File: src/rtl/core/prdq_pkg.sv
`timescale 1ns / 1ps

package prdq_pkg;

  // Operation requested by one input item.
  typedef enum logic [2:0] {
    KIND_PUSH_FRONT = 3'd0,
    KIND_PUSH_BACK  = 3'd1,
    KIND_POP_FRONT  = 3'd2,
    KIND_POP_BACK   = 3'd3,
    KIND_REMOVE     = 3'd4
  } kind_t;

  typedef enum logic [1:0] {
    STAT_OK        = 2'd0,
    STAT_EMPTY     = 2'd1,
    STAT_FULL      = 2'd2,
    STAT_NOT_FOUND = 2'd3
  } status_t;

  typedef enum logic [2:0] {
    S_IDLE,
    S_POP_FRONT,
    S_POP_BACK,
    S_SCAN,
    S_SHIFT
  } state_t;

  // Where the id and handle of a result come from.
  typedef enum logic [1:0] {
    SRC_NONE,
    SRC_READ,
    SRC_SAVED
  } src_t;

  typedef struct packed {
    logic [15:0] id;
    logic [15:0] handle;
  } entry_t;

  // Commands from the controller to the datapath.
  typedef struct packed {
    logic    capture;
    logic    push_front;
    logic    push_back;
    logic    rd_front;
    logic    rd_back;
    logic    pop_front;
    logic    pop_back;
    logic    scan_init;
    logic    scan_step;
    logic    shift_init;
    logic    shift_step;
    logic    remove_commit;
    logic    emit;
    status_t emit_status;
    src_t    emit_src;
  } cmd_t;

  // Status from the datapath to the controller.
  typedef struct packed {
    logic empty;
    logic full;
    logic hit;
    logic scan_done;
    logic shift_done;
  } stat_t;

endpackage

File: src/rtl/core/prdq_dp.sv
`timescale 1ns / 1ps

module prdq_dp #(
  parameter int CAPACITY = 32
) (
  input  logic             clk,
  input  logic             rst_n,
  input  prdq_pkg::cmd_t   cmd,
  input  logic [15:0]      in_proc_id,
  input  logic [15:0]      in_proc_handle,
  output prdq_pkg::stat_t  stat,
  output logic             out_valid,
  output logic [1:0]       out_status,
  output logic [15:0]      out_id,
  output logic [15:0]      out_handle,
  output logic [5:0]       out_count
);
  import prdq_pkg::*;

  localparam int AW = $clog2(CAPACITY);
  localparam int CW = $clog2(CAPACITY + 1);
  localparam logic [CW:0]   CAP_W  = (CW + 1)'(CAPACITY);
  localparam logic [CW-1:0] CAP_C  = CW'(CAPACITY);
  localparam logic [AW-1:0] LAST_A = AW'(CAPACITY - 1);

  // Ring buffer: logical position 0 sits at head_r.
  function automatic logic [AW-1:0] phys(input logic [AW-1:0] base,
                                         input logic [CW-1:0] lidx);
    logic [CW:0] sum;
    sum = (CW + 1)'(base) + (CW + 1)'(lidx);
    if (sum >= CAP_W) begin
      sum = sum - CAP_W;
    end
    return sum[AW-1:0];
  endfunction

  entry_t mem [CAPACITY];

  logic [AW-1:0] head_r;
  logic [CW-1:0] count_r;
  logic [15:0]   key_r;
  logic [CW-1:0] issue_r;
  logic          pend_r;
  logic [CW-1:0] pend_idx_r;
  logic [CW-1:0] src_r;
  logic          spend_r;
  logic [CW-1:0] wdst_r;
  entry_t        rd_q;
  entry_t        res_r;
  logic          out_valid_r;
  status_t       out_status_r;
  entry_t        out_entry_r;

  logic [AW-1:0] head_dec;
  logic [AW-1:0] head_inc;
  logic          issue_more;
  logic          src_more;
  logic          rd_en;
  logic [CW-1:0] rd_lidx;
  logic [AW-1:0] rd_addr;
  logic          wr_en;
  logic [CW-1:0] wr_lidx;
  logic [AW-1:0] wr_addr;
  entry_t        wr_data;
  logic [CW+5:0] count_ext;

  assign head_dec   = (head_r == '0) ? LAST_A : head_r - AW'(1);
  assign head_inc   = (head_r == LAST_A) ? '0 : head_r + AW'(1);
  assign issue_more = issue_r < count_r;
  assign src_more   = src_r < count_r;

  always_comb begin
    rd_en   = 1'b0;
    rd_lidx = '0;
    if (cmd.rd_front) begin
      rd_en = 1'b1;
    end else if (cmd.rd_back) begin
      rd_en   = 1'b1;
      rd_lidx = count_r - CW'(1);
    end else if (cmd.scan_step) begin
      rd_en   = issue_more;
      rd_lidx = issue_r;
    end else if (cmd.shift_step) begin
      rd_en   = src_more;
      rd_lidx = src_r;
    end
  end

  assign rd_addr = phys(head_r, rd_lidx);

  always_comb begin
    wr_en   = 1'b0;
    wr_lidx = wdst_r;
    wr_data = rd_q;
    if (cmd.push_front || cmd.push_back) begin
      wr_en   = 1'b1;
      wr_lidx = count_r;
      wr_data = '{id: in_proc_id, handle: in_proc_handle};
    end else if (cmd.shift_step && spend_r) begin
      wr_en = 1'b1;
    end
  end

  assign wr_addr = cmd.push_front ? head_dec : phys(head_r, wr_lidx);

  always_ff @(posedge clk) begin
    if (wr_en) begin
      mem[wr_addr] <= wr_data;
    end
    if (rd_en) begin
      rd_q <= mem[rd_addr];
    end
  end

  always_ff @(posedge clk) begin
    if (!rst_n) begin
      head_r      <= '0;
      count_r     <= '0;
      pend_r      <= 1'b0;
      spend_r     <= 1'b0;
      out_valid_r <= 1'b0;
    end else begin
      if (cmd.push_front) begin
        head_r <= head_dec;
      end else if (cmd.pop_front) begin
        head_r <= head_inc;
      end
      if (cmd.push_front || cmd.push_back) begin
        count_r <= count_r + CW'(1);
      end else if (cmd.pop_front || cmd.pop_back || cmd.remove_commit) begin
        count_r <= count_r - CW'(1);
      end
      if (cmd.scan_init) begin
        pend_r <= 1'b0;
      end else if (cmd.scan_step) begin
        pend_r <= issue_more;
      end
      if (cmd.shift_init) begin
        spend_r <= 1'b0;
      end else if (cmd.shift_step) begin
        spend_r <= src_more;
      end
      out_valid_r <= cmd.emit;
    end
  end

  always_ff @(posedge clk) begin
    if (cmd.capture) begin
      key_r <= in_proc_id;
    end
    if (cmd.scan_init) begin
      issue_r <= '0;
    end else if (cmd.scan_step && issue_more) begin
      issue_r    <= issue_r + CW'(1);
      pend_idx_r <= issue_r;
    end
    if (cmd.shift_init) begin
      src_r <= pend_idx_r + CW'(1);
      res_r <= rd_q;
    end else if (cmd.shift_step && src_more) begin
      src_r  <= src_r + CW'(1);
      wdst_r <= src_r - CW'(1);
    end
    if (cmd.emit) begin
      out_status_r <= cmd.emit_status;
      case (cmd.emit_src)
        SRC_READ:  out_entry_r <= rd_q;
        SRC_SAVED: out_entry_r <= res_r;
        default:   out_entry_r <= '0;
      endcase
    end
  end

  assign stat.empty      = (count_r == '0);
  assign stat.full       = (count_r == CAP_C);
  assign stat.hit        = pend_r && (rd_q.id == key_r);
  assign stat.scan_done  = !pend_r && !issue_more;
  assign stat.shift_done = !spend_r && !src_more;

  assign count_ext  = {6'd0, count_r};
  assign out_valid  = out_valid_r;
  assign out_status = out_status_r;
  assign out_id     = out_entry_r.id;
  assign out_handle = out_entry_r.handle;
  assign out_count  = count_ext[5:0];

endmodule

File: src/rtl/core/prdq_ctrl.sv
`timescale 1ns / 1ps

module prdq_ctrl (
  input  logic            clk,
  input  logic            rst_n,
  input  logic            start,
  input  logic [2:0]      in_kind,
  input  prdq_pkg::stat_t stat,
  output logic            busy,
  output prdq_pkg::cmd_t  cmd
);
  import prdq_pkg::*;

  state_t state_r;
  state_t state_nxt;
  kind_t  kind;
  logic   accept;

  assign kind   = kind_t'(in_kind);
  assign accept = start && (state_r == S_IDLE);
  assign busy   = (state_r != S_IDLE);

  always_ff @(posedge clk) begin
    if (!rst_n) begin
      state_r <= S_IDLE;
    end else begin
      state_r <= state_nxt;
    end
  end

  always_comb begin
    state_nxt = state_r;
    unique case (state_r)
      S_IDLE: begin
        if (accept) begin
          unique case (kind)
            KIND_POP_FRONT: if (!stat.empty) state_nxt = S_POP_FRONT;
            KIND_POP_BACK:  if (!stat.empty) state_nxt = S_POP_BACK;
            KIND_REMOVE:    state_nxt = S_SCAN;
            default:        state_nxt = S_IDLE;
          endcase
        end
      end
      S_POP_FRONT: state_nxt = S_IDLE;
      S_POP_BACK:  state_nxt = S_IDLE;
      S_SCAN: begin
        if (stat.hit) begin
          state_nxt = S_SHIFT;
        end else if (stat.scan_done) begin
          state_nxt = S_IDLE;
        end
      end
      S_SHIFT: begin
        if (stat.shift_done) begin
          state_nxt = S_IDLE;
        end
      end
      default: state_nxt = S_IDLE;
    endcase
  end

  always_comb begin
    cmd = '0;
    unique case (state_r)
      S_IDLE: begin
        if (accept) begin
          unique case (kind)
            KIND_PUSH_FRONT: begin
              cmd.emit = 1'b1;
              if (stat.full) begin
                cmd.emit_status = STAT_FULL;
              end else begin
                cmd.push_front = 1'b1;
              end
            end
            KIND_PUSH_BACK: begin
              cmd.emit = 1'b1;
              if (stat.full) begin
                cmd.emit_status = STAT_FULL;
              end else begin
                cmd.push_back = 1'b1;
              end
            end
            KIND_POP_FRONT: begin
              if (stat.empty) begin
                cmd.emit        = 1'b1;
                cmd.emit_status = STAT_EMPTY;
              end else begin
                cmd.rd_front = 1'b1;
              end
            end
            KIND_POP_BACK: begin
              if (stat.empty) begin
                cmd.emit        = 1'b1;
                cmd.emit_status = STAT_EMPTY;
              end else begin
                cmd.rd_back = 1'b1;
              end
            end
            KIND_REMOVE: begin
              cmd.capture   = 1'b1;
              cmd.scan_init = 1'b1;
            end
            default: begin
              cmd.emit = 1'b1;
            end
          endcase
        end
      end
      S_POP_FRONT: begin
        cmd.pop_front = 1'b1;
        cmd.emit      = 1'b1;
        cmd.emit_src  = SRC_READ;
      end
      S_POP_BACK: begin
        cmd.pop_back = 1'b1;
        cmd.emit     = 1'b1;
        cmd.emit_src = SRC_READ;
      end
      S_SCAN: begin
        if (stat.hit) begin
          cmd.shift_init = 1'b1;
        end else if (stat.scan_done) begin
          cmd.emit        = 1'b1;
          cmd.emit_status = STAT_NOT_FOUND;
        end else begin
          cmd.scan_step = 1'b1;
        end
      end
      S_SHIFT: begin
        if (stat.shift_done) begin
          cmd.remove_commit = 1'b1;
          cmd.emit          = 1'b1;
          cmd.emit_src      = SRC_SAVED;
        end else begin
          cmd.shift_step = 1'b1;
        end
      end
      default: cmd = '0;
    endcase
  end

endmodule

File: src/rtl/core/process_ready_deque_top.sv
`timescale 1ns / 1ps
// Bounded double-ended queue of process entries (id and handle) for a
// scheduler ready queue. An item is taken when start is high and busy is low;
// its single result appears on the out_ ports for exactly one cycle with
// out_valid high, and it cannot be held off, so the receiver must take it in
// that cycle. The entries live in a ring buffer memory of CAPACITY words with
// one write and one registered read port. Pushes, refused pushes, pops from
// an empty queue and unknown kinds give their result in the cycle after the
// item is taken, so they run at one item per cycle. A pop needs one memory
// read, issued when the item is taken, and emits its entry from the pop
// state. A remove walks the memory front to back, one entry per cycle
// through the single read port, and then moves every entry behind the match
// down by one, again one per cycle. A hit gives the removed entry once the
// move is done; a miss gives a not-found status once the scan is done.
// out_count is the number of entries held after the item, taken modulo 64.
// No clearing pass is needed after reset, because only positions that hold
// live entries are ever read.

module process_ready_deque_top #(
  parameter int CAPACITY = 32
) (
  input  logic        clk,
  input  logic        rst_n,
  input  logic        start,
  output logic        busy,
  input  logic [2:0]  in_kind,
  input  logic [15:0] in_proc_id,
  input  logic [15:0] in_proc_handle,
  output logic        out_valid,
  output logic [1:0]  out_status,
  output logic [15:0] out_id,
  output logic [15:0] out_handle,
  output logic [5:0]  out_count
);
  import prdq_pkg::*;

  // Commands flow from the controller to the datapath, status flows back.
  cmd_t  cmd;
  stat_t stat;

  prdq_ctrl u_ctrl (
    .clk     (clk),
    .rst_n   (rst_n),
    .start   (start),
    .in_kind (in_kind),
    .stat    (stat),
    .busy    (busy),
    .cmd     (cmd)
  );

  prdq_dp #(
    .CAPACITY (CAPACITY)
  ) u_dp (
    .clk            (clk),
    .rst_n          (rst_n),
    .cmd            (cmd),
    .in_proc_id     (in_proc_id),
    .in_proc_handle (in_proc_handle),
    .stat           (stat),
    .out_valid      (out_valid),
    .out_status     (out_status),
    .out_id         (out_id),
    .out_handle     (out_handle),
    .out_count      (out_count)
  );

`ifndef SYNTHESIS
  // Every taken item either keeps the block busy or gives its result at once.
  a_accept_progress: assert property (@(posedge clk) disable iff (!rst_n)
    (start && !busy) |=> (busy || out_valid))
    else $error("item taken without result or busy");

  // The block leaves a multi-cycle operation only by giving a result.
  a_busy_fall_result: assert property (@(posedge clk) disable iff (!rst_n)
    $fell(busy) |-> out_valid)
    else $error("busy dropped without a result");

  // A result only ever follows a taken item or a busy cycle.
  a_no_spurious: assert property (@(posedge clk) disable iff (!rst_n)
    out_valid |-> ($past(start && !busy) || $past(busy)))
    else $error("result without a cause");

  // Failed operations never carry entry data.
  a_fail_zero: assert property (@(posedge clk) disable iff (!rst_n)
    (out_valid && (out_status != STAT_OK)) |-> ((out_id == '0) && (out_handle == '0)))
    else $error("failed operation returned entry data");
`endif

endmodule
File: config.mk
export PLATFORM = sky130hd
export DESIGN_NAME = process_ready_deque_top
export DESIGN_NICKNAME = d
export VERILOG_FILES = /design/src/rtl/core/prdq_pkg.sv /design/src/rtl/core/prdq_dp.sv /design/src/rtl/core/prdq_ctrl.sv /design/src/rtl/core/process_ready_deque_top.sv
export SDC_FILE = /design/constraint.sdc
export NUM_CORES = 1
export LEC_CHECK = 0
export CAP_MARGIN = 20
export CELL_PAD_IN_SITES_DETAIL_PLACEMENT = 0
export CELL_PAD_IN_SITES_GLOBAL_PLACEMENT = 1
export CORE_MARGIN = 3
export CORE_UTILIZATION = 51
export CTS_BUF_LIST = sky130_fd_sc_hd__clkbuf_16
export CTS_CLUSTER_SIZE = 30
export DETAILED_ROUTE_END_ITERATION = 8
export DONT_BUFFER_PORTS = 1
export PLACE_DENSITY_LB_ADDON = 0.1
export SLEW_MARGIN = 15
export SYNTH_ARGS = -nofsm -noshare
export SYNTH_HDL_FRONTEND = slang
export SYNTH_HIERARCHICAL = 1
export SYNTH_SLANG_ARGS = --single-unit
File: constraint.sdc
create_clock -name clk -period 5.49 [get_ports clk]
set_input_delay 0.8235 -clock clk [delete_from_list [all_inputs] [get_ports clk]]
set_output_delay 0.8235 -clock clk [all_outputs]
set_load 0.005 [all_outputs]
==> results.md <==
- The count of final hold-check violations is 0.
- Data on the critical path is required at its endpoint by 5930 ps.
- The most frequently used flop master after synthesis is sky130_fd_sc_hd__edfxtp_1.
- The worst setup path is launched from a register.
- The number of nets with antenna violations after detailed routing is 0.
- For the final routed database, the setup TNS stands at -2010 ps.
- At the end of the flow, the number of nets in the layout was 2498.
- Once the floorplan was initialized, standard cells occupied 51.5% of the core.
- Overall power consumption after layout is estimated at 20.3 mW.
- The non-filler instance count after layout is 3708.
- The core footprint is 0.0901 mm².
- The worst path in the final design needs a cycle of 5600 ps, including I/O delays and setup.
- The number of max-slew violations in the final report was 0.
- The via count of the first global-routing pass is 23400.
- Sorting the synthesized cells by how often they occur yields sky130_fd_sc_hd__edfxtp_1, sky130_fd_sc_hd__mux4_2, sky130_fd_sc_hd__nand2_1.
- Setup violations remaining at the end of the flow were counted as 29.
- The row count is 110.
- The die covers 0.0947 mm².
- Wires add up to 121 mm.
- The worst path uses 102% of the clock period.
- The number of nets produced by synthesis is 2238.
- In this run the number of H-tree levels came out at 3.
- The number of search-and-repair iterations in the first detailed-routing pass is 6.
- The number of antenna violations at the first check in global routing is 4.
- Setup repair after global routing could not meet its margin everywhere.
- The highest fanout seen on the critical path is 8.
- The worst slew margin relative to its limit is 26.5%.
- The compound-gate portion of the synthesized area is 1.84%.
- On the final layout, the worst clock skew is 25.2 ps.
- For this design the ratio of total power to cell area is 369 mW/mm².
- The slew at the pin closest to its max-slew limit is 1100 ps.
- Compared with the post-synthesis result, the final layout area differs by 18.6%.
- In this run the clock root is driven by a sky130_fd_sc_hd__clkbuf_16.
- The first global-routing pass estimated 172 mm of wire.
- TritonCTS built the clock tree.
- Routability-driven placement finished with a final weighted congestion of 0.796.
- For this block, the via count after detailed routing is 23200.
- The post-detailed-placement half-perimeter wirelength is 68.8 mm.
- Once routing completed, OpenROAD measured the worst setup slack at -112 ps.
- During I/O placement, the number of pins put on the boundary was 80.
- The leakage power summed over all cells is 17.9 nW.
- In this run the deepest clock path goes through 3 buffers.
- Data on the critical path arrives at its endpoint at 6040 ps.
- Synthesis produced a netlist whose cell count is 2169.
- In this run, the number of DRC markers left after iteration 0 of detailed routing was 3144.
- The most frequently used cell type in the post-synthesis netlist is sky130_fd_sc_hd__edfxtp_1.
- Based on the critical path, the design can be clocked at up to 0.179 GHz.
- The die is 308 µm tall.
- For this run, the number of Yosys warnings is 6.
- The flop and latch count out of synthesis is 1178.
- Counting every sink on the clock net gives 1178.
- In this run the tool buffered the top-level ports with 0 buffer cells.
- The die width is 308 µm.
- The share of synthesized cell area in and, or, nand and nor gates is 2.87%.
- The fraction of layout cells with a size suffix above 1 is 33.0%.
- Across the run, the number of max-cap violations was 0.
- The average routed wire per standard cell is 32.6 µm.
- Fill cells in the final layout number 6198.
- Summed over all instances, the cell type with the most area after synthesis is sky130_fd_sc_hd__edfxtp_1.
- The final reports fail on negative setup slack.
- In the routed layout, each cell is associated on average with a via count of 6.26.
- The later pin in the worst-skew pair is clocked with a latency of 700 ps.
- The synthesized netlist occupies a cell area of 0.0464 mm².
- The synthesized netlist devotes 0.881% of its cell area to XOR and XNOR gates.
- Of the total synthesized cell area, the portion taken by full adders, half adders and majority gates is 0.868%.
- The worst-case setup slack after placement is -481 ps.
- The distinct cell type count of the synthesized netlist is 64.
- Counting tap cells, the placed design contains a total of 3446 instances.
- After detailed routing, the number of remaining DRC violations is 0.
- After synthesis, the largest family of logic cells by area is multiplexers.
- By area the synthesized netlist is led by sky130_fd_sc_hd__edfxtp_1, sky130_fd_sc_hd__mux4_2, sky130_fd_sc_hd__nand2_1.
- The proportion of synthesized area in mux cells is 16.4%.
- The synthesized area divided by synthesized cell count is 21.4 µm².
- The share of synthesized area occupied by flip-flops and latches is 75.7%.
- The run finished, with violations left.
- The worst IR drop on VDD is 0.264 mV.
- The worst setup path is captured at a register.
- The clock slew seen by the registers of the worst setup and hold paths is 60 ps.
- The class of the most critical setup path is register to register.
- Entering global routing, the biggest net connects 37 pins.
- The total clock buffers created by CTS is 118.
- Summed over its instances, the top area cell type makes up 74.7% of the synthesized netlist area.
- The class of the tightest hold or removal check is input pin to register.
- Global routing used 25.9% of the available tracks across all layers.
- The total congestion overflow after global routing is 0.
- Counting flops with an async set or reset pin after synthesis yields a share of 0%.
- Counting flops with a built-in enable in the synthesized netlist gives 1155.
[per-stage QoR]
step | area [µm²] | util (%) | hold slack, ps
floorplan | 46500 | - | 448
global placement | 50100 | 55.6 | 476
detailed placement | 50100 | 55.6 | 476
CTS | 55000 | 61.0 | 174
global route | 55100 | 61.1 | 187
finish | 55100 | 61.1 | 225
[report_power, final]
group | switching, mW | internal (mW) | leakage (nW)
Combinational | 1.13 | 1.06 | 5.32
Clock | 3.32 | 4.63 | 1.99
Sequential | 0.0736 | 10.1 | 10.6
[state kept, by name (all words and copies together), names as in the netlist, 2 cells and up]
signal and cells:
u_ctrl/state_r 3, u_dp/head_r 5, u_dp/issue_r 6, u_dp/key_r 16, u_dp/mem 1024, u_dp/out_count 6, u_dp/out_handle 16, u_dp/out_id 16
u_dp/out_status 2, u_dp/pend_idx_r 6, u_dp/rd_q 32, u_dp/res_r 32, u_dp/src_r 6, u_dp/wdst_r 5
[critical path, stage by stage (launching register included)]
cell,delay (ps)
sky130_fd_sc_hd__edfxtp_1,520
sky130_fd_sc_hd__xor2_2,240
sky130_fd_sc_hd__nor4_2,310
sky130_fd_sc_hd__buf_4,150
sky130_fd_sc_hd__nand4_1,270
sky130_fd_sc_hd__nor3_2,280
sky130_fd_sc_hd__and4bb_2,270
sky130_fd_sc_hd__nor2b_4,140
sky130_fd_sc_hd__nor2_4,120
sky130_fd_sc_hd__a221oi_2,80
sky130_fd_sc_hd__a211oi_2,240
sky130_fd_sc_hd__ha_4,180
sky130_fd_sc_hd__inv_2,40
sky130_fd_sc_hd__fa_4,880
sky130_fd_sc_hd__buf_6,140
sky130_fd_sc_hd__buf_12,120
sky130_fd_sc_hd__buf_12,140
sky130_fd_sc_hd__buf_16,140
sky130_fd_sc_hd__mux4_2,290
sky130_fd_sc_hd__mux4_2,470
sky130_fd_sc_hd__mux2_4,290
[layer usage]
metal / up-vias / wire (µm) / global-route usage (%)
met5: - / 16 / 0
met4: 2 / 2040 / 5.38
met3: 152 / 10800 / 4.68
met2: 1081 / 57200 / 40.2
met1: 12400 / 50800 / 39.3
li1: 9551 / - / -
[cell usage in the layout, fill, tap and decap left out, drive strengths merged, types with 23 or more instances in the layout]
master	netlist	routed
buf	52	241
clkinv	1	57
dfxtp	23	23
mux2	33	33
xor2	24	24
edfxtp	1155	1155
ha	29	29
mux4	320	320
a22oi	32	32
inv	29	55
clkbuf	54	125
a21oi	23	23
nor2	85	85
nand2	139	139
[final cells by class]
class | count | area (µm²) | share of cell area (%)
Clock inverter | 99 | 830 | 1.51
Sequential cell | 1178 | 35100 | 63.8
Inverter | 30 | 113 | 0.204
Clock buffer | 121 | 3030 | 5.50
Multi-Input combinational cell | 855 | 11100 | 20.1
Tap cell | 1176 | 1470 | 2.67
Antenna cell | 3 | 7.51 | 0.0136
Timing Repair Buffer | 246 | 3410 | 6.19
[worst paths after layout]
check                          startpoint                           end  slack (ps)  depth (start not counted)
max reg2reg       u_dp/rd_q[31]$_DFFE_PP_       u_dp/rd_q[18]$_DFFE_PP_        -110                         20
max               u_dp/rd_q[31]$_DFFE_PP_       u_dp/rd_q[18]$_DFFE_PP_        -110                         20
min                         in_proc_id[6]       u_dp/key_r[6]$_DFFE_PP_         230                          0
min reg2reg  u_dp/issue_r[5]$_SDFFE_PP0P_  u_dp/pend_idx_r[5]$_DFFE_PP_         500                          0
[repair_timing]
item	4_1_cts	5_1_grt
cloned	15	4
setup buffers	26	1
endpoints found under the setup margin	32	32
resized for setup	84	17
pin swaps	10	9
hold buffers	0	0
[cell families after synthesis]
group / after synthesis
AO/OA/AOI/OAI: 123
adder cells (fa/ha/maj): 31
flip-flops: 1178
AND/OR/NAND/NOR: 298
buffers and inverters: 136
XOR/XNOR: 45
multiplexers: 358
Power figures use the tool's default switching activity.
